**config.mk**
```make
export PLATFORM = sky130hd
export DESIGN_NAME = hft_ram
export DESIGN_NICKNAME = d
export VERILOG_FILES = /design/src/hdl/hft_ram.sv
export SDC_FILE = /design/constraint.sdc
export NUM_CORES = 2
export LEC_CHECK = 0
export ABC_AREA = 1
export BUFFER_PORTS_ARGS = -buffer_cell sky130_fd_sc_hd__buf_2
export CELL_PAD_IN_SITES_DETAIL_PLACEMENT = 0
export CELL_PAD_IN_SITES_GLOBAL_PLACEMENT = 1
export CORE_MARGIN = 1
export CORE_UTILIZATION = 35
export DETAILED_ROUTE_END_ITERATION = 10
export HOLD_SLACK_MARGIN = 0.05
export PLACE_DENSITY = 0.67
export SLEW_MARGIN = 20
export SYNTH_ARGS = -nofsm -noshare
export SYNTH_HDL_FRONTEND = slang
export SYNTH_SLANG_ARGS = --single-unit
```
**constraint.sdc**
```tcl
create_clock -name aclk -period 1.6 [get_ports aclk]
set_clock_uncertainty 0.05 [all_clocks]
set_input_delay 0.08 -clock aclk [delete_from_list [all_inputs] [get_ports aclk]]
set_output_delay 0.08 -clock aclk [all_outputs]
set_load 0.03 [all_outputs]
```
**src/hdl/hft_ram.sv**
```systemverilog
`default_nettype none
// ----------------------------------------------------------------------------
// hft_ram
// single-port-write, single-port-read memory with registered read data
// ----------------------------------------------------------------------------
module hft_ram #(
    parameter int DEPTH = 512,
    parameter int WIDTH = 8,
    localparam int AW = $clog2(DEPTH)
) (
    input  wire logic             aclk,
    input  wire logic             we,
    input  wire logic [AW-1:0]    waddr,
    input  wire logic [WIDTH-1:0] wdata,
    input  wire logic [AW-1:0]    raddr,
    output logic      [WIDTH-1:0] rdata
);

    logic [WIDTH-1:0] mem [DEPTH];

    always_ff @(posedge aclk) begin
        if (we) begin
            mem[waddr] <= wdata;
        end
        rdata <= mem[raddr];
    end

endmodule
`default_nettype wire

```
==> impl_metrics.prom <==
# TYPE chip_impl_metric gauge
chip_impl_info{name="result_of_the_run",value="finished, violations left"} 1
chip_impl_info{name="violations_in_the_final_reports",value="setup timing"} 1
chip_impl_metric{name="grt_max_degree",unit=""} 94
chip_impl_metric{name="antenna_found_initial",unit=""} 36
chip_impl_metric{name="ff2ff_path_depth",unit=""} 11
chip_impl_info{name="crit-reg2reg-capture",value="rdata[0]$_DFF_P_"} 1
chip_impl_metric{name="layout-drive-gt1-share",unit=""} 0.2032
chip_impl_metric{name="clkPwrFrac",unit=""} 0.417
chip_impl_metric{name="floorplan.die_area",unit="sq um"} 479100
chip_impl_metric{name="vias",unit=""} 113200
chip_impl_metric{name="global_route_congestion_overflow_total",unit=""} 0
chip_impl_metric{name="worst_ir_drop_vdd",unit="uV"} 945.1
chip_impl_metric{name="timing_hold_violations_final",unit=""} 0
chip_impl_metric{name="p_leak",unit="nW"} 74.23
chip_impl_metric{name="minimum_clock_period",unit="ps"} 1834
chip_impl_metric{name="place.detailed.instances",unit=""} 21000
chip_impl_info{name="worst_setup_path_startpoint",value="raddr[4]"} 1
chip_impl_metric{name="worst-endpoint-required",unit="ps"} 2480
chip_impl_metric{name="ioPinCount",unit=""} 36
chip_impl_info{name="netlist.top_cell.by_area",value="edfxtp_1"} 1
chip_impl_metric{name="cts.sink_count",unit=""} 4104
chip_impl_metric{name="finalInstanceArea",unit="sq um"} 206300
chip_impl_metric{name="source_to_sink_clock_delay_at_the_later_pin_of_the_worst_skew_pair",unit="ps"} 1000
chip_impl_metric{name="setup_viol",unit=""} 16
chip_impl_metric{name="numPortBuffers",unit=""} 35
chip_impl_metric{name="clock_transition_at_the_register_clock_pins_on_the_worst_setup_and_hold_paths_after_cts",unit="ps"} 60
chip_impl_metric{name="post-route-drc-count",unit=""} 0
chip_impl_metric{name="report.final.slew_viol_count",unit=""} 0
chip_impl_metric{name="coreArea",unit="sq um"} 474500
chip_impl_metric{name="clk_path_buf_depth",unit=""} 4
chip_impl_metric{name="sw_frac_of_total",unit=""} 0.2306
chip_impl_metric{name="synthesis.instances",unit=""} 13890
chip_impl_info{name="path_category_of_the_worst_min_delay_check",value="in2reg"} 1
chip_impl_metric{name="mappedNetlistNets",unit=""} 13920
chip_impl_metric{name="initial_core_util",unit=""} 0.3514
chip_impl_metric{name="synthesis_stage_register_bit_count",unit=""} 4104
chip_impl_metric{name="cts_made_buffers",unit=""} 423
chip_impl_metric{name="half_perimeter_wire_length_after_placement",unit="um"} 333200
chip_impl_metric{name="ys_warn_count",unit=""} 0
chip_impl_info{name="layout.cells.most_common",value="nand2_1"} 1
chip_impl_info{name="crit_path_kind",value="in2reg"} 1
chip_impl_metric{name="wl",unit="um"} 512600
chip_impl_info{name="tritoncts_clock_tree",value="done"} 1
chip_impl_metric{name="critPathMaxFanout",unit=""} 21
chip_impl_metric{name="die_y",unit="um"} 692.2
chip_impl_metric{name="detail_route.vias_per_cell",unit=""} 5.190
chip_impl_info{name="cp-endpoint",value="rdata[0]$_DFF_P_"} 1
chip_impl_metric{name="globalplace.congestion",unit=""} 0.8466
chip_impl_metric{name="power.density",unit="nW/um^2"} 1135
chip_impl_info{name="highest_count_cells_in_the_layout_ignoring_fill_and_taps",value="nand2_1, edfxtp_1, nand3_1"} 1
chip_impl_metric{name="final.setup.worst_slack",unit="ps"} -234.1
chip_impl_metric{name="postPlaceCellArea",unit="sq um"} 187800
chip_impl_metric{name="intPower",unit="W"} 0.1802
chip_impl_info{name="synth_area_leaders",value="edfxtp_1, nand3_1, nand2_1, buf_2, nor2_1"} 1
chip_impl_metric{name="regToRegSetupSlack",unit="ps"} -160
chip_impl_metric{name="detail_route.wl_per_cell",unit="um"} 23.50
chip_impl_metric{name="layout_worst_path_cycle_share",unit=""} 1.146
chip_impl_metric{name="post_layout_nonfiller_instances",unit=""} 21810
chip_impl_info{name="cts_root_buffer",value="clkbuf_16"} 1
chip_impl_metric{name="floorplan.die.width",unit="um"} 692.2
chip_impl_metric{name="slew-limit-headroom",unit=""} 0.3112
chip_impl_metric{name="maxCapViolations",unit=""} 0
chip_impl_metric{name="yosysSeqAreaShare",unit=""} 0.7387
chip_impl_info{name="rsz0062_at_grt",value="true"} 1
chip_impl_metric{name="placementRows",unit=""} 253
chip_impl_metric{name="post_synth_cell_types",unit=""} 16
chip_impl_metric{name="net_load_switching_power",unit="W"} 0.05401
chip_impl_metric{name="global_routing_usage_summed_across_all_routing_layers",unit=""} 0.2073
chip_impl_metric{name="htreeDepth",unit=""} 5
chip_impl_metric{name="pwr-share-seq",unit=""} 0.506
chip_impl_metric{name="tightest_slew",unit="ps"} 1030
chip_impl_metric{name="syn2layout_area_growth",unit="%"} 23.76
chip_impl_metric{name="grt_pass1_wl",unit="um"} 741800
chip_impl_metric{name="fmax",unit="MHz"} 545.2
chip_impl_metric{name="syn_area_cell",unit="sq um"} 12.00
chip_impl_metric{name="drt_first_iter_violations",unit=""} 11820
chip_impl_metric{name="antenna_left",unit=""} 0
chip_impl_metric{name="vias_in_the_first_global_route",unit=""} 108400
chip_impl_info{name="startpoint_of_the_lowest_slack_register_to_register_path",value="mem[26][0]$_DFFE_PP_"} 1
chip_impl_info{name="critical_path_endpoint_category",value="flip-flop"} 1
chip_impl_metric{name="overall_power",unit="W"} 0.2342
chip_impl_metric{name="finalNetCount",unit=""} 15240
chip_impl_metric{name="firstDrtPassIters",unit=""} 7
chip_impl_info{name="worstSetupStartpointType",value="input port"} 1
chip_impl_metric{name="cp_data_arrival_time",unit="ps"} 2710
chip_impl_metric{name="netlist_area",unit="sq um"} 166700
chip_impl_metric{name="comb_power_share",unit=""} 0.077
chip_impl_metric{name="yosys.area.top_type_share",unit=""} 0.7377
chip_impl_metric{name="setup_total_neg_slack",unit="ps"} -2324
## critical path, cell delays in order
cell,delay (ps)
buf_6,180
dlygate4sd3_1,920
buf_12,290
buf_12,230
nand3_2,170
nand3_2,180
nand3_2,110
nand3_4,130
nand3_4,150
nand2_2,110
## timing repair
action                      CTS  global route
hold endpoints to repair   4767             4
hold buffers                 29             2
pin swaps                    37           191
buffers inserted              0             6
resized for setup           284           591
setup endpoints to repair    16          1604
cloned                        0             0
## cell type report
class                           instances  area [sq um]
Clock buffer                          522         11210
Antenna cell                           14         35.03
Sequential cell                      4104        123200
Tap cell                             6247          7816
Timing Repair Buffer                 1878         18950
Multi-Input combinational cell       8765         42630
Fill cell                           43020        268200
Inverter                               39         212.7
Clock inverter                        243          2318
## logic make-up after synthesis
logic type / count (synthesis) / synth area share
buffers and inverters: 1022 / 0.03330
flip-flops: 4104 / 0.7387
AND/OR/NAND/NOR: 8765 / 0.2280
## synth_stat cells, drive strengths merged
master	count
nand2	4160
edfxtp	4096
nand3	4080
buf	799
nor2	514
clkbuf	184
inv	39
nor3	11
dfxtp	8
## registers in the layout, summed over array words and instances, names as in the netlist
name   cells
mem     4096
rdata      8
## stage by stage
step / setup slack (ps) / hold slack, ps / utilization
2_1_floorplan: -121.0 / 128.9 / -
3_3_place_gp: -1606 / 419.9 / 0.3958
3_5_place_dp: -1577 / 419.1 / 0.3958
4_1_cts: -297.7 / -1.432 / 0.4279
5_1_grt: -250.7 / 58.65 / 0.4348
6_report: -234.1 / 36.78 / 0.4348
## how the worst min path moves through the flow
stage	startpoint	endpoint	slack, ps	cells after the start
CTS	waddr[1]	mem[217][6]$_DFFE_PP_	-1	6
finish	raddr[4]	rdata[3]$_DFF_P_	40	8
global route	waddr[1]	mem[197][6]$_DFFE_PP_	60	6
detailed placement	wdata[4]	mem[499][4]$_DFFE_PP_	420	1
floorplan	wdata[0]	mem[0][0]$_DFFE_PP_	130	0
global placement	wdata[4]	mem[499][4]$_DFFE_PP_	420	1
## power by group through the flow
stage          clock network (W)  registers, W  logic [W]
2_1_floorplan                  0         0.121    0.00733
3_3_place_gp                   0         0.121     0.0163
3_5_place_dp                   0         0.121     0.0164
4_1_cts                   0.0991         0.118     0.0171
5_1_grt                    0.103         0.118     0.0191
6_report                  0.0978         0.118     0.0180
## per-layer routing
layer,up-vias,part of all wire,global-route usage
met3,731,0.067,0.02562
met4,2,0.027,0.06001
met5,-,0.000025,0
met2,3873,0.47,0.3332
met1,56330,0.44,0.2954
li1,52260,-,-
No activity file was read; power rests on OpenSTA's default activity.
