### config.mk
export PLATFORM = sky130hd
export DESIGN_NAME = hft_ctrl
export DESIGN_NICKNAME = d
export VERILOG_FILES = /design/src/hdl/hft_pkg.sv /design/src/hdl/hft_ctrl.sv
export SDC_FILE = /design/constraint.sdc
export NUM_CORES = 1
export LEC_CHECK = 0
export ABC_AREA = 1
export BUFFER_PORTS_ARGS = -buffer_cell sky130_fd_sc_hd__buf_2
export CAP_MARGIN = 20
export CORE_MARGIN = 1.5
export CORE_UTILIZATION = 54
export DETAILED_ROUTE_END_ITERATION = 6
export PLACE_DENSITY = 0.83
export SLEW_MARGIN = 15
export SYNTH_ARGS = -nofsm -noshare
export SYNTH_HDL_FRONTEND = slang
export SYNTH_SLANG_ARGS = --single-unit
### constraint.sdc
create_clock -name aclk -period 5.3 [get_ports aclk]
set_clock_uncertainty 0.2 [all_clocks]
set_input_delay 0.795 -clock aclk [delete_from_list [all_inputs] [get_ports aclk]]
set_output_delay 0.795 -clock aclk [all_outputs]
set_load 0.05 [all_outputs]
### src/hdl/hft_pkg.sv
`default_nettype none
// ----------------------------------------------------------------------------
// hft_pkg
// shared types and constants of the huffman tree node table
// ----------------------------------------------------------------------------
package hft_pkg;

    localparam int IDX_BITS     = 9;   // node index width on the ports
    localparam int SYM_IN_BITS  = 8;   // symbol width on the ports
    localparam int BYTE_BITS    = 8;   // coded bits per decode item
    localparam int MAX_CODE_LEN = 32;  // longest code the walk accepts
    localparam int CODE_W       = 32;  // code value width
    localparam int LEN_W        = 6;   // code length width
    localparam int USED_W       = 4;   // bits-used width

    typedef enum logic [1:0] {
        OP_ADD_LEAF = 2'd0,
        OP_ADD_NODE = 2'd1,
        OP_GET_CODE = 2'd2,
        OP_DECODE   = 2'd3
    } opcode_t;

    typedef enum logic [1:0] {
        ST_OK    = 2'd0,
        ST_RANGE = 2'd1,
        ST_FULL  = 2'd2,
        ST_LONG  = 2'd3
    } status_t;

    typedef struct packed {
        opcode_t                opcode;
        logic [SYM_IN_BITS-1:0] symbol;
        logic [IDX_BITS-1:0]    left_index;
        logic [IDX_BITS-1:0]    right_index;
        logic [IDX_BITS-1:0]    node_index;
        logic [BYTE_BITS-1:0]   code_byte;
    } cmd_t;

    typedef struct packed {
        logic [IDX_BITS-1:0] new_position;
        logic [CODE_W-1:0]   code_value;
        logic [LEN_W-1:0]    code_length;
        logic [USED_W-1:0]   bits_used;
        logic [IDX_BITS-1:0] end_position;
        logic                end_is_leaf;
        status_t             status;
    } result_t;

endpackage
`default_nettype wire

### src/hdl/hft_ctrl.sv
`default_nettype none
// ----------------------------------------------------------------------------
// hft_ctrl
// sequencer: appends nodes, relinks children, walks links one read per cycle
// ----------------------------------------------------------------------------
module hft_ctrl #(
    parameter int MAX_NODES   = 512,
    parameter int SYMBOL_BITS = 8,
    localparam int IDX_W  = $clog2(MAX_NODES),
    localparam int CNT_W  = $clog2(MAX_NODES + 1),
    localparam int NODE_W = 1 + 2 * IDX_W + SYMBOL_BITS,
    localparam int LINK_W = 2 + IDX_W
) (
    input  wire logic              aclk,
    input  wire logic              aresetn,
    input  wire logic              cmd_valid,
    output logic                   cmd_ready,
    input  wire hft_pkg::cmd_t     cmd,
    output logic                   node_we,
    output logic [IDX_W-1:0]       node_waddr,
    output logic [NODE_W-1:0]      node_wdata,
    input  wire logic [NODE_W-1:0] node_rdata,
    output logic                   link_we,
    output logic [IDX_W-1:0]       link_waddr,
    output logic [LINK_W-1:0]      link_wdata,
    input  wire logic [LINK_W-1:0] link_rdata,
    output logic [IDX_W-1:0]       rd_addr,
    output logic                   res_valid,
    input  wire logic              res_ready,
    output hft_pkg::result_t       res
);

    import hft_pkg::*;

    localparam int CMP_W = (CNT_W > IDX_BITS) ? CNT_W : IDX_BITS;

    typedef enum logic [2:0] {
        S_IDLE,
        S_LINK_L,
        S_LINK_R,
        S_CODE,
        S_DEC,
        S_DONE
    } state_t;

    state_t               state_reg, state_next;
    logic [CNT_W-1:0]     count_reg, count_next;
    logic [IDX_W-1:0]     pos_reg, pos_next;
    logic [IDX_W-1:0]     left_reg, left_next;
    logic [IDX_W-1:0]     right_reg, right_next;
    logic [IDX_W-1:0]     par_reg, par_next;
    logic [LEN_W-1:0]     len_reg, len_next;
    logic [CODE_W-1:0]    val_reg, val_next;
    logic [USED_W-1:0]    used_reg, used_next;
    logic [BYTE_BITS-1:0] byte_reg, byte_next;
    result_t              res_reg, res_next;

    // fields of the entries being read
    logic             lk_left, lk_has;
    logic [IDX_W-1:0] lk_par;
    logic             nd_leaf;
    logic [IDX_W-1:0] nd_kl, nd_kr, nd_nxt;

    logic table_full, li_bad, ri_bad, ni_bad, par_bad, nxt_bad;

    assign lk_left = link_rdata[IDX_W+1];
    assign lk_has  = link_rdata[IDX_W];
    assign lk_par  = link_rdata[IDX_W-1:0];
    assign nd_leaf = node_rdata[NODE_W-1];
    assign nd_kl   = node_rdata[NODE_W-2 -: IDX_W];
    assign nd_kr   = node_rdata[SYMBOL_BITS +: IDX_W];
    assign nd_nxt  = byte_reg[BYTE_BITS-1] ? nd_kl : nd_kr;

    assign table_full = (count_reg == CNT_W'(MAX_NODES));
    assign li_bad  = CMP_W'(cmd.left_index)  >= CMP_W'(count_reg);
    assign ri_bad  = CMP_W'(cmd.right_index) >= CMP_W'(count_reg);
    assign ni_bad  = CMP_W'(cmd.node_index)  >= CMP_W'(count_reg);
    assign par_bad = CMP_W'(lk_par) >= CMP_W'(count_reg);
    assign nxt_bad = CMP_W'(nd_nxt) >= CMP_W'(count_reg);

    assign cmd_ready = (state_reg == S_IDLE);
    assign res_valid = (state_reg == S_DONE);
    assign res       = res_reg;

    always_comb begin
        state_next = state_reg;
        count_next = count_reg;
        pos_next   = pos_reg;
        left_next  = left_reg;
        right_next = right_reg;
        par_next   = par_reg;
        len_next   = len_reg;
        val_next   = val_reg;
        used_next  = used_reg;
        byte_next  = byte_reg;
        res_next   = res_reg;
        node_we    = 1'b0;
        node_waddr = count_reg[IDX_W-1:0];
        node_wdata = '0;
        link_we    = 1'b0;
        link_waddr = count_reg[IDX_W-1:0];
        link_wdata = '0;
        rd_addr    = IDX_W'(cmd.node_index);

        case (state_reg)
            S_IDLE: begin
                if (cmd_valid) begin
                    res_next = '0;
                    case (cmd.opcode)
                        OP_ADD_LEAF: begin
                            state_next = S_DONE;
                            if (table_full) begin
                                res_next.status = ST_FULL;
                            end else begin
                                node_we    = 1'b1;
                                node_wdata = {1'b1, {(2 * IDX_W){1'b0}},
                                              SYMBOL_BITS'(cmd.symbol)};
                                link_we    = 1'b1;
                                res_next.new_position = IDX_BITS'(count_reg);
                                count_next = count_reg + 1'b1;
                            end
                        end
                        OP_ADD_NODE: begin
                            if (li_bad || ri_bad) begin
                                res_next.status = ST_RANGE;
                                state_next = S_DONE;
                            end else if (table_full) begin
                                res_next.status = ST_FULL;
                                state_next = S_DONE;
                            end else begin
                                // new parent entry now, then the left and right child links in S_LINK_L and S_LINK_R
                                node_we    = 1'b1;
                                node_wdata = {1'b0, IDX_W'(cmd.left_index),
                                              IDX_W'(cmd.right_index),
                                              {SYMBOL_BITS{1'b0}}};
                                link_we    = 1'b1;
                                left_next  = IDX_W'(cmd.left_index);
                                right_next = IDX_W'(cmd.right_index);
                                par_next   = count_reg[IDX_W-1:0];
                                res_next.new_position = IDX_BITS'(count_reg);
                                count_next = count_reg + 1'b1;
                                state_next = S_LINK_L;
                            end
                        end
                        OP_GET_CODE, OP_DECODE: begin
                            if (ni_bad) begin
                                res_next.status = ST_RANGE;
                                state_next = S_DONE;
                            end else begin
                                pos_next   = IDX_W'(cmd.node_index);
                                len_next   = '0;
                                val_next   = '0;
                                used_next  = '0;
                                byte_next  = cmd.code_byte;
                                state_next = (cmd.opcode == OP_GET_CODE) ? S_CODE : S_DEC;
                            end
                        end
                        default: begin
                            state_next = S_DONE;
                        end
                    endcase
                end
            end
            S_LINK_L: begin
                link_we    = 1'b1;
                link_waddr = left_reg;
                link_wdata = {1'b1, 1'b1, par_reg};
                state_next = S_LINK_R;
            end
            S_LINK_R: begin
                // right written last so a node used twice ends as a right child
                link_we    = 1'b1;
                link_waddr = right_reg;
                link_wdata = {1'b0, 1'b1, par_reg};
                state_next = S_DONE;
            end
            S_CODE: begin
                rd_addr = lk_par;
                if (!lk_has) begin
                    res_next.code_value  = val_reg;
                    res_next.code_length = len_reg;
                    state_next = S_DONE;
                end else if (len_reg >= LEN_W'(MAX_CODE_LEN)) begin
                    res_next.status = ST_LONG;
                    state_next = S_DONE;
                end else if (par_bad) begin
                    res_next.status = ST_RANGE;
                    state_next = S_DONE;
                end else begin
                    if (lk_left) begin
                        val_next = val_reg | (CODE_W'(1) << len_reg);
                    end
                    len_next = len_reg + 1'b1;
                    pos_next = lk_par;
                end
            end
            S_DEC: begin
                rd_addr = nd_nxt;
                if (used_reg == USED_W'(BYTE_BITS) || nd_leaf) begin
                    res_next.bits_used    = used_reg;
                    res_next.end_position = IDX_BITS'(pos_reg);
                    res_next.end_is_leaf  = nd_leaf;
                    state_next = S_DONE;
                end else if (nxt_bad) begin
                    res_next.status = ST_RANGE;
                    state_next = S_DONE;
                end else begin
                    pos_next  = nd_nxt;
                    used_next = used_reg + 1'b1;
                    byte_next = {byte_reg[BYTE_BITS-2:0], 1'b0};
                end
            end
            S_DONE: begin
                if (res_ready) begin
                    state_next = S_IDLE;
                end
            end
            default: begin
                state_next = S_IDLE;
            end
        endcase
    end

    always_ff @(posedge aclk) begin
        if (!aresetn) begin
            state_reg <= S_IDLE;
            count_reg <= '0;
        end else begin
            state_reg <= state_next;
            count_reg <= count_next;
        end
        pos_reg   <= pos_next;
        left_reg  <= left_next;
        right_reg <= right_next;
        par_reg   <= par_next;
        len_reg   <= len_next;
        val_reg   <= val_next;
        used_reg  <= used_next;
        byte_reg  <= byte_next;
        res_reg   <= res_next;
    end

endmodule
`default_nettype wire

==> impl_metrics.json, run 1 <==
{
  "cts_hold_buf": 0,
  "die_w_um": 130,
  "switchingPower_mw": 2.51,
  "cts_buffer_depth": 2,
  "firstDrtPassIters": 6,
  "ys_types": 46,
  "antenna_found_initial": 2,
  "clkPwrFrac": 0.219,
  "rsz0062_at_grt": "false",
  "busiest_layer": "met2",
  "port_buffers": 210,
  "ys_ff_latch": 162,
  "synth_area_per_cell_um2": 9.44,
  "syn_inst": 927,
  "setup_viol": 0,
  "grt_overflow": 0,
  "cts_buffers": 17,
  "core_area_mm2": 0.0158,
  "total_power_mw": 5.57,
  "finalHoldViolations": 0,
  "drive_gt1_frac": 0.266,
  "dp.final_hpwl_um": 14600,
  "grt_use_met3": 0.0623,
  "worstSetupPathType": "register to primary output",
  "ant_nets": 0,
  "fp.dieH_um": 130,
  "outcome": "complete, no violations",
  "routed_wl_um": 19800,
  "yosysSeqAreaShare": 0.541,
  "slew_violations": 0,
  "worst_pin_slew_ns": 0.928,
  "power.share.switching": 0.450,
  "start_util": 0.553,
  "wl_per_cell_um": 14.5,
  "fin_tns_setup_ns": 0,
  "gp_congestion": 0.895,
  "grt_usage": 0.242,
  "synth_area_mm2": 0.00875,
  "p_per_area_mw_per_mm2": 528,
  "power_leakage_nw": 5.01,
  "maxCapViolations": 0,
  "post-route-min-period_ns": 4.27,
  "num_vias": 6937,
  "area_growth_pct": 20.5,
  "end_kind": "primary output",
  "first_iter_violations": 548,
  "largest_reg_flops": 63,
  "grtUsageMet2": 0.414,
  "num_rows": 46,
  "final_common_cell": "buf_2",
  "intPower_mw": 3.06,
  "layout_common_cells": "210 x buf_2, 197 x nand2_1, 154 x inv_1",
  "crit_path_start_kind": "register",
  "via_per_inst": 5.09,
  "nets": 1275,
  "ys_warn_count": 0,
  "relSlewSlack": 0.379,
  "clock_latency_ns": 0.43,
  "pin_count": 219,
  "power.share.combinational": 0.417,
  "grt_pass1_wl_um": 31400,
  "cts_setup_buffers": 0,
  "drc": 0,
  "tritoncts": "built",
  "grt_use_met1": 0.292,
  "crit_arrival_ns": 3.28,
  "grt_pass1_vias": 6596,
  "cts.clk_slew.worst_paths_ns": 0.07,
  "ctsHtreeMaxLevel": 4,
  "die_area_mm2": 0.0170,
  "hold_class": "register to register",
  "worst_ir_drop_vdd_uv": 248,
  "syn_nets": 1069,
  "grt_start_max_net_pins": 72,
  "cp_max_fo": 28,
  "clock_sinks": 162,
  "finalCritPeriodShare": 0.806,
  "fmax_ghz": 0.234,
  "pwr-share-seq": 0.364,
  "post_cts_resized": 0,
  "cp.required_ns": 4.30,
  "ctsRootBufferMaster": "clkbuf_16"
}
path summary, 6_finish.rpt:
path,start,slack (ns),to,cells past startpoint
worst max-delay path,count_reg[4],1.03,node_wdata[10],13
worst min-delay path,count_reg[1],0.33,par_reg[1],0
worst max register to register,count_reg[4],2.18,val_reg[0],12
worst min register to register,count_reg[1],0.33,par_reg[1],0
cell families after synthesis:
logic type / after synthesis / synth area share
xor gates and xnor gates: 8 / 0.00801
buffers and inverters: 201 / 0.0951
and+or+nand+nor: 408 / 0.206
AOI/OAI and AO/OA: 84 / 0.0598
adders and majority gates: 55 / 0.0787
muxes: 9 / 0.0114
DFF: 162 / 0.541
cells in the mapped netlist, drive strengths merged:
library cell,count,share of area
dfxtp,13,0.030
clkinv,5,0.0023
edfxtp,149,0.51
nand4,13,0.010
a31o,6,0.0060
o21bai,1,0.00086
nor3,10,0.0069
clkbuf,9,0.0039
nand2,199,0.087
o31ai,1,0.00086
o211ai,11,0.0094
inv,165,0.072
o21ai,11,0.0063
mux2,8,0.010
o22ai,26,0.019
nand3,29,0.019
a21boi,3,0.0026
xnor2,1,0.0010
o221ai,1,0.0010
ha,55,0.079
a21oi,24,0.014
nor3b,1,0.00086
nor4,3,0.0021
xor2,7,0.0070
buf,22,0.017
mux2i,1,0.0011
nor2,153,0.081
power by group through the flow:
stage / clock network (mW) / registers, mW / logic, mW
CTS: 1.23 / 2.03 / 2.33
global placement: 0 / 2.04 / 2.28
detailed placement: 0 / 2.06 / 2.32
finish: 1.22 / 2.03 / 2.32
global route: 1.28 / 2.07 / 2.51
floorplan: 0 / 2.53 / 1.29
routing by layer:
layer | up-vias | wire (um)
li1 | 3451 | -
met1 | 3135 | 8110
met2 | 302 | 9590
met3 | 47 | 1490
met4 | 2 | 583
met5 | - | 7
layout make-up:
class	instances	area (um2)
fill	1222	5280
clock buffer	17	425
timing repair buffer	218	1110
clock inverter	15	163
antenna	1	2.50
inverter	170	649
tap	216	270
multi-input combinational	564	3190
sequential	162	4730
worst max-delay path, stage by stage (launching register included):
cell and delay, ns:
dfxtp_1 0.51, inv_1 0.27, ha_1 0.34, nand2_1 0.08, inv_1 0.04, a21oi_1 0.16, nand2_1 0.07, nand2_1 0.11
nand4_2 0.17, nor2_4 0.10, buf_4 0.33, inv_2 0.24, nor2_1 0.13, buf_2 0.27
per-stage QoR:
step	hold WS (ns)	cells	utilization	worst slack, ns	cell area (um2)
floorplan	0.276	927	-	0.499	8750
global placement	0.302	1330	0.629	1.41	9950
detailed placement	0.324	1330	0.629	1.34	9950
CTS	0.331	1362	0.666	0.997	10500
global route	0.337	1362	0.666	0.805	10500
finish	0.329	1363	0.666	1.03	10500
No activity file was read; power rests on OpenSTA's default activity.
==> run 2, diff against run 1 <==
--- a/config.mk
+++ b/config.mk
@@ -9,9 +9,9 @@
 export BUFFER_PORTS_ARGS = -buffer_cell sky130_fd_sc_hd__buf_2
 export CAP_MARGIN = 20
 export CORE_MARGIN = 1.5
-export CORE_UTILIZATION = 54
+export CORE_UTILIZATION = 49
 export DETAILED_ROUTE_END_ITERATION = 6
-export PLACE_DENSITY = 0.83
+export PLACE_DENSITY = 0.79
 export SLEW_MARGIN = 15
 export SYNTH_ARGS = -nofsm -noshare
 export SYNTH_HDL_FRONTEND = slang
==> constraint.sdc (replaced) <==
create_clock -name aclk -period 3.6 [get_ports aclk]
set_clock_uncertainty 0.2 [all_clocks]
set_input_delay 0.54 -clock aclk [delete_from_list [all_inputs] [get_ports aclk]]
set_output_delay 0.54 -clock aclk [all_outputs]
set_load 0.05 [all_outputs]
==> run 2 against run 1 <==
Effect of this change:
- critical path depth fell by 1
- flip-flop and latch count did not move
- setup slack got worse by 0.83 ns
- first-iteration DRC count fell by 24%
- global-route usage fell by 1.6 points
- highest routed layer is now met4
- critical path type unchanged
- core utilization fell by 5.2 points
- die area rose by 10%
==> impl_metrics.json, run 2 (same netlist as run 1, synthesis figures left out) <==
{
  "dp.cells": 1345,
  "fp.dieH_um": 137,
  "ant_nets": 0,
  "grt_pass1_vias": 6478,
  "dp.final_hpwl_um": 15700,
  "clkPwrFrac": 0.214,
  "clock_sinks": 162,
  "drc": 0,
  "grt_start_max_net_pins": 51,
  "power.share.combinational": 0.425,
  "p_per_area_mw_per_mm2": 776,
  "area_growth_pct": 21.8,
  "largest_reg_flops": 63,
  "grt_overflow": 0,
  "finalHoldViolations": 0,
  "setup_viol": 0,
  "hold_class": "primary input to register",
  "ctsHtreeMaxLevel": 4,
  "worst_pin_slew_ns": 0.692,
  "first_iter_violations": 419,
  "outcome": "complete, no violations",
  "post-route-min-period_ns": 3.40,
  "cts_buffer_depth": 2,
  "rrSetupSlack_ns": 0.57,
  "core_area_mm2": 0.0174,
  "clock_latency_ns": 0.43,
  "via_per_inst": 5.06,
  "crit_arrival_ns": 2.66,
  "num_rows": 48,
  "finalCritPeriodShare": 0.945,
  "wl_per_cell_um": 15.1,
  "cts_hold_buf": 0,
  "final_cells": 1381,
  "gp_congestion": 0.878,
  "die_w_um": 137,
  "total_power_mw": 8.27,
  "rsz0062_at_grt": "false",
  "cp_max_fo": 15,
  "tritoncts": "built",
  "grt_pass1_wl_um": 32000,
  "worstSetupPathType": "register to primary output",
  "hold_ws_ns": 0.103,
  "start_util": 0.504,
  "cts_buffers": 17,
  "end_kind": "primary output",
  "final_common_cell": "buf_2",
  "power.share.switching": 0.455,
  "cp.required_ns": 2.86,
  "cts.clk_slew.worst_paths_ns": 0.07,
  "worst_ir_drop_vdd_uv": 494,
  "die_area_mm2": 0.0187,
  "power_leakage_nw": 5.04,
  "grt_usage": 0.226,
  "intPower_mw": 4.51,
  "switchingPower_mw": 3.76,
  "relSlewSlack": 0.535,
  "nets": 1283,
  "routed_wl_um": 20800,
  "fmax_ghz": 0.294,
  "port_buffers": 210,
  "layout_common_cells": "207 x buf_2, 197 x nand2_1, 152 x inv_1",
  "fin_tns_setup_ns": 0,
  "crit_path_start_kind": "register",
  "ctsRootBufferMaster": "clkbuf_16",
  "maxCapViolations": 0,
  "drive_gt1_frac": 0.276,
  "pwr-share-seq": 0.362,
  "antenna_found_initial": 2,
  "pin_count": 219,
  "firstDrtPassIters": 5,
  "slew_violations": 0,
  "num_vias": 6989
}
==> run 2: cell types whose count changed in the layout (fill, tap and decap cells not counted), sizes merged <==
| cell | before | now |
|---|---|---|
| buf | 218 | 223 |
| bufinv | 1 | 0 |
| clkbuf | 17 | 20 |
| clkinv | 8 | 9 |
| clkinvlp | 1 | 3 |
| diode | 1 | 2 |
| inv | 175 | 173 |
==> run 2: final cells by class <==
type	instances	area (um2)
Antenna cell	2	5.00
Clock buffer	17	425
Clock inverter	15	161
Fill cell	1472	6700
Inverter	170	653
Multi-Input combinational cell	564	3200
Sequential cell	162	4740
Tap cell	225	282
Timing Repair Buffer	226	1190
==> run 2: per-stage QoR <==
| step | utilization | area [um2] | setup WS [ns] |
|---|---|---|---|
| after floorplan | - | 8750 | 0.155 |
| after global placement | 0.578 | 10000 | 0.581 |
| after detailed placement | 0.578 | 10000 | 0.476 |
| after CTS | 0.612 | 10600 | 0.0172 |
| after global routing | 0.614 | 10700 | 0.00123 |
| final | 0.614 | 10700 | 0.197 |
==> run 2: final timing paths <==
check                           depth (start not counted)            to         start
worst min-delay path                                    1  right_reg[0]       cmd[17]
worst max register to register                         13    val_reg[2]  count_reg[5]
worst max-delay path                                   12       node_we  count_reg[5]
worst min register to register                          2   byte_reg[5]   byte_reg[4]
==> run 2: power groups by stage <==
stage	logic (mW)	clock network [mW]	registers, mW
finish	3.51	1.77	2.99
global route	3.76	1.86	3.04
CTS	3.53	1.79	3.00
detailed placement	3.51	0	3.04
global placement	3.44	0	3.01
floorplan	1.90	0	3.72
==> run 2: timing repair <==
| item | 4_1_cts | 5_1_grt |
|---|---|---|
| buffers inserted | 0 | 2 |
| endpoints found under the hold margin | 0 | 0 |
| resized for setup | 0 | 8 |
| endpoints found under the setup margin | 0 | 20 |
==> run 2: routing by layer <==
layer,vias to the layer above,track usage,share of wire
met1,3248,0.273,0.42
met3,30,0.0367,0.045
met5,-,0,0
met4,0,0.0916,0.025
li1,3473,-,-
met2,238,0.402,0.51
==> run 2: critical path: stages, from the launching register on <==
cell and delay [ns]:
dfxtp_2 0.42, clkinvlp_4 0.18, ha_1 0.32, nand2_1 0.08, inv_1 0.04, a21oi_1 0.13, nand2_1 0.08, nand2_1 0.11
nand3_1 0.10, nand2_1 0.17, nand2_4 0.16, clkinv_2 0.14, buf_2 0.29
==> run 3, diff against run 2 <==
--- a/config.mk
+++ b/config.mk
@@ -9,9 +9,9 @@
 export BUFFER_PORTS_ARGS = -buffer_cell sky130_fd_sc_hd__buf_2
 export CAP_MARGIN = 20
 export CORE_MARGIN = 1.5
-export CORE_UTILIZATION = 49
+export CORE_UTILIZATION = 45
 export DETAILED_ROUTE_END_ITERATION = 6
-export PLACE_DENSITY = 0.79
+export PLACE_DENSITY = 0.74
 export SLEW_MARGIN = 15
 export SYNTH_ARGS = -nofsm -noshare
 export SYNTH_HDL_FRONTEND = slang
==> constraint.sdc (replaced) <==
create_clock -name aclk -period 2.8 [get_ports aclk]
set_clock_uncertainty 0.2 [all_clocks]
set_input_delay 0.42 -clock aclk [delete_from_list [all_inputs] [get_ports aclk]]
set_output_delay 0.42 -clock aclk [all_outputs]
set_load 0.05 [all_outputs]
==> run 3 against run 2 <==
Effect of this change:
- the flow now finishes with violations (setup timing)
- critical endpoint is now node_wdata[15]
- sequential share of layout area decreased by 4.2 points
- largest cell class unchanged
- critical path depth decreased by 1
- non-clock buffer count increased by 32
==> impl_metrics.json, run 3 (same netlist as run 1, synthesis figures left out) <==
{
  "outcome": "finished, violations left",
  "violations": "setup timing",
  "worst-path-buf-inv": 4,
  "worstSetupPathType": "register to primary output",
  "cp.required_ns": 2.18,
  "die_w_um": 142,
  "largest_reg_flops": 63,
  "clock_latency_ns": 0.43,
  "finalCritPeriodShare": 1.02,
  "rsz0062_at_grt": "true",
  "pre_cts_ws_ns": 0.0586,
  "layout_common_cells": "189 x nand2_1, 179 x buf_2, 149 x edfxtp_1",
  "die_area_mm2": 0.0203,
  "worstHoldPathCells": 1,
  "port_buffers": 210,
  "area_growth_pct": 35.4,
  "start_util": 0.463,
  "grt_pass1_wl_um": 35100,
  "fp.dieH_um": 142,
  "power_leakage_nw": 5.35,
  "core_area_mm2": 0.0189,
  "grt_usage": 0.225,
  "num_vias": 7164,
  "grt_start_max_net_pins": 39,
  "rrSetupSlack_ns": 0.06,
  "drive_gt1_frac": 0.353,
  "pin_count": 219,
  "nets": 1316,
  "firstDrtPassIters": 5,
  "setup_ws_ns": -0.0475,
  "path_depth": 11,
  "cpMostUsedCell": "nor2_4",
  "dp.final_hpwl_um": 15800,
  "ff_latch_area_mm2": 0.00477,
  "final_common_cell": "nand2_1",
  "maxCapViolations": 0,
  "multi_input_area_mm2": 0.00372,
  "r2r-start": "byte_reg[7]",
  "ant_nets": 0,
  "r2r_cells": 11,
  "drc": 0,
  "cts_buffers": 17,
  "slew_violations": 0,
  "grt_pass1_vias": 6940,
  "clock_sinks": 162,
  "p_per_area_mw_per_mm2": 941,
  "post-route-min-period_ns": 2.85,
  "r2r_end": "used_reg[2]",
  "fmax_ghz": 0.351,
  "hold_class": "primary input to register",
  "num_rows": 50,
  "worst_ir_drop_vdd_uv": 632,
  "wl_per_cell_um": 15.6,
  "crit_start": "count_reg[8]",
  "n_fill_cell": 1556,
  "crit_path_start_kind": "register",
  "tritoncts": "built",
  "endpoint": "node_wdata[15]",
  "cpPeakStageDelay_ns": 0.41,
  "cts.clk_slew.worst_paths_ns": 0.07,
  "cp_top_family": "simple AND/OR/NAND/NOR gates",
  "worst_pin_slew_ns": 0.520,
  "via_per_inst": 4.95,
  "cp_cell_sequence": "inv_6 -> ha_1 -> nand2_1 -> nand3_1 -> nand2_2 -> nand4_4 -> nor2_4 -> buf_12 -> inv_12 -> nor2_4 -> buf_6",
  "cp_max_fo": 9,
  "relSlewSlack": 0.652,
  "antenna_found_initial": 2,
  "end_kind": "primary output",
  "cts_buffer_depth": 2,
  "grt_overflow": 0,
  "ctsRootBufferMaster": "clkbuf_16",
  "fin_tns_setup_ns": -0.612,
  "ctsHtreeMaxLevel": 4,
  "setup_viol": 18,
  "gp_congestion": 0.848,
  "first_iter_violations": 568,
  "cp_slowest_cell": "dfxtp_4",
  "crit_arrival_ns": 2.23,
  "finalHoldViolations": 0,
  "routed_wl_um": 22600
}
[run 3: cell types whose count changed in the layout (fill, tap and decap cells not counted), moves of 9 or more]
cell and delta:
buf_4 +28, ha_4 +21, ha_1 -21, nor2_1 -15
buf_6 +21, nor2_4 +20, inv_1 -9, dfxtp_4 +9
buf_2 -28
[run 3: routing by layer]
metal,vias to the layer above,routed length [um],track usage
met5,-,13,0
met4,2,312,0.0733
met3,26,1280,0.0485
met2,241,11200,0.381
met1,3359,9860,0.287
li1,3536,-,-
[run 3: worst min path at each step]
stage	slack, ns	end	start
after CTS	0.002	left_reg[6]	cmd[32]
after global routing	0.009	left_reg[1]	cmd[27]
after floorplan	0.25	par_reg[8]	count_reg[8]
after global placement	0.27	par_reg[2]	count_reg[2]
final	0.02	left_reg[6]	cmd[32]
after detailed placement	0.28	par_reg[2]	count_reg[2]
[run 3: where the power goes]
group | internal (mW) | switching (mW)
Sequential | 3.56 | 0.265
Combinational | 1.32 | 3.68
Clock | 1.22 | 1.12
Total | 6.09 | 5.06
[run 3: final cells by class]
type	instances	share of cell area
inverter	170	0.0609
clock inverter	15	0.0157
clock buffer	17	0.0359
timing repair inverter	1	0.00137
antenna	1	0.000211
timing repair buffer	258	0.142
multi-input combinational	564	0.314
sequential	162	0.403
tap	260	0.0275
[run 3: through the flow]
stage	util	hold slack, ns	std cells	instance area (um2)	total power [mW]
floorplan	-	0.253	927	9090	7.28
global placement	0.554	0.273	1385	10500	8.47
detailed placement	0.554	0.279	1385	10500	8.56
CTS	0.609	0.00216	1438	11500	11.0
global route	0.627	0.00867	1447	11800	11.7
finish	0.627	0.0202	1448	11800	11.2
[run 3: what timing repair did]
item	CTS	global route
cloned	1	2
pin swaps	2	16
setup buffers	16	7
endpoints found under the hold margin	4	0
hold buffers	4	0
gates resized for setup	79	59
setup endpoints to repair	32	62
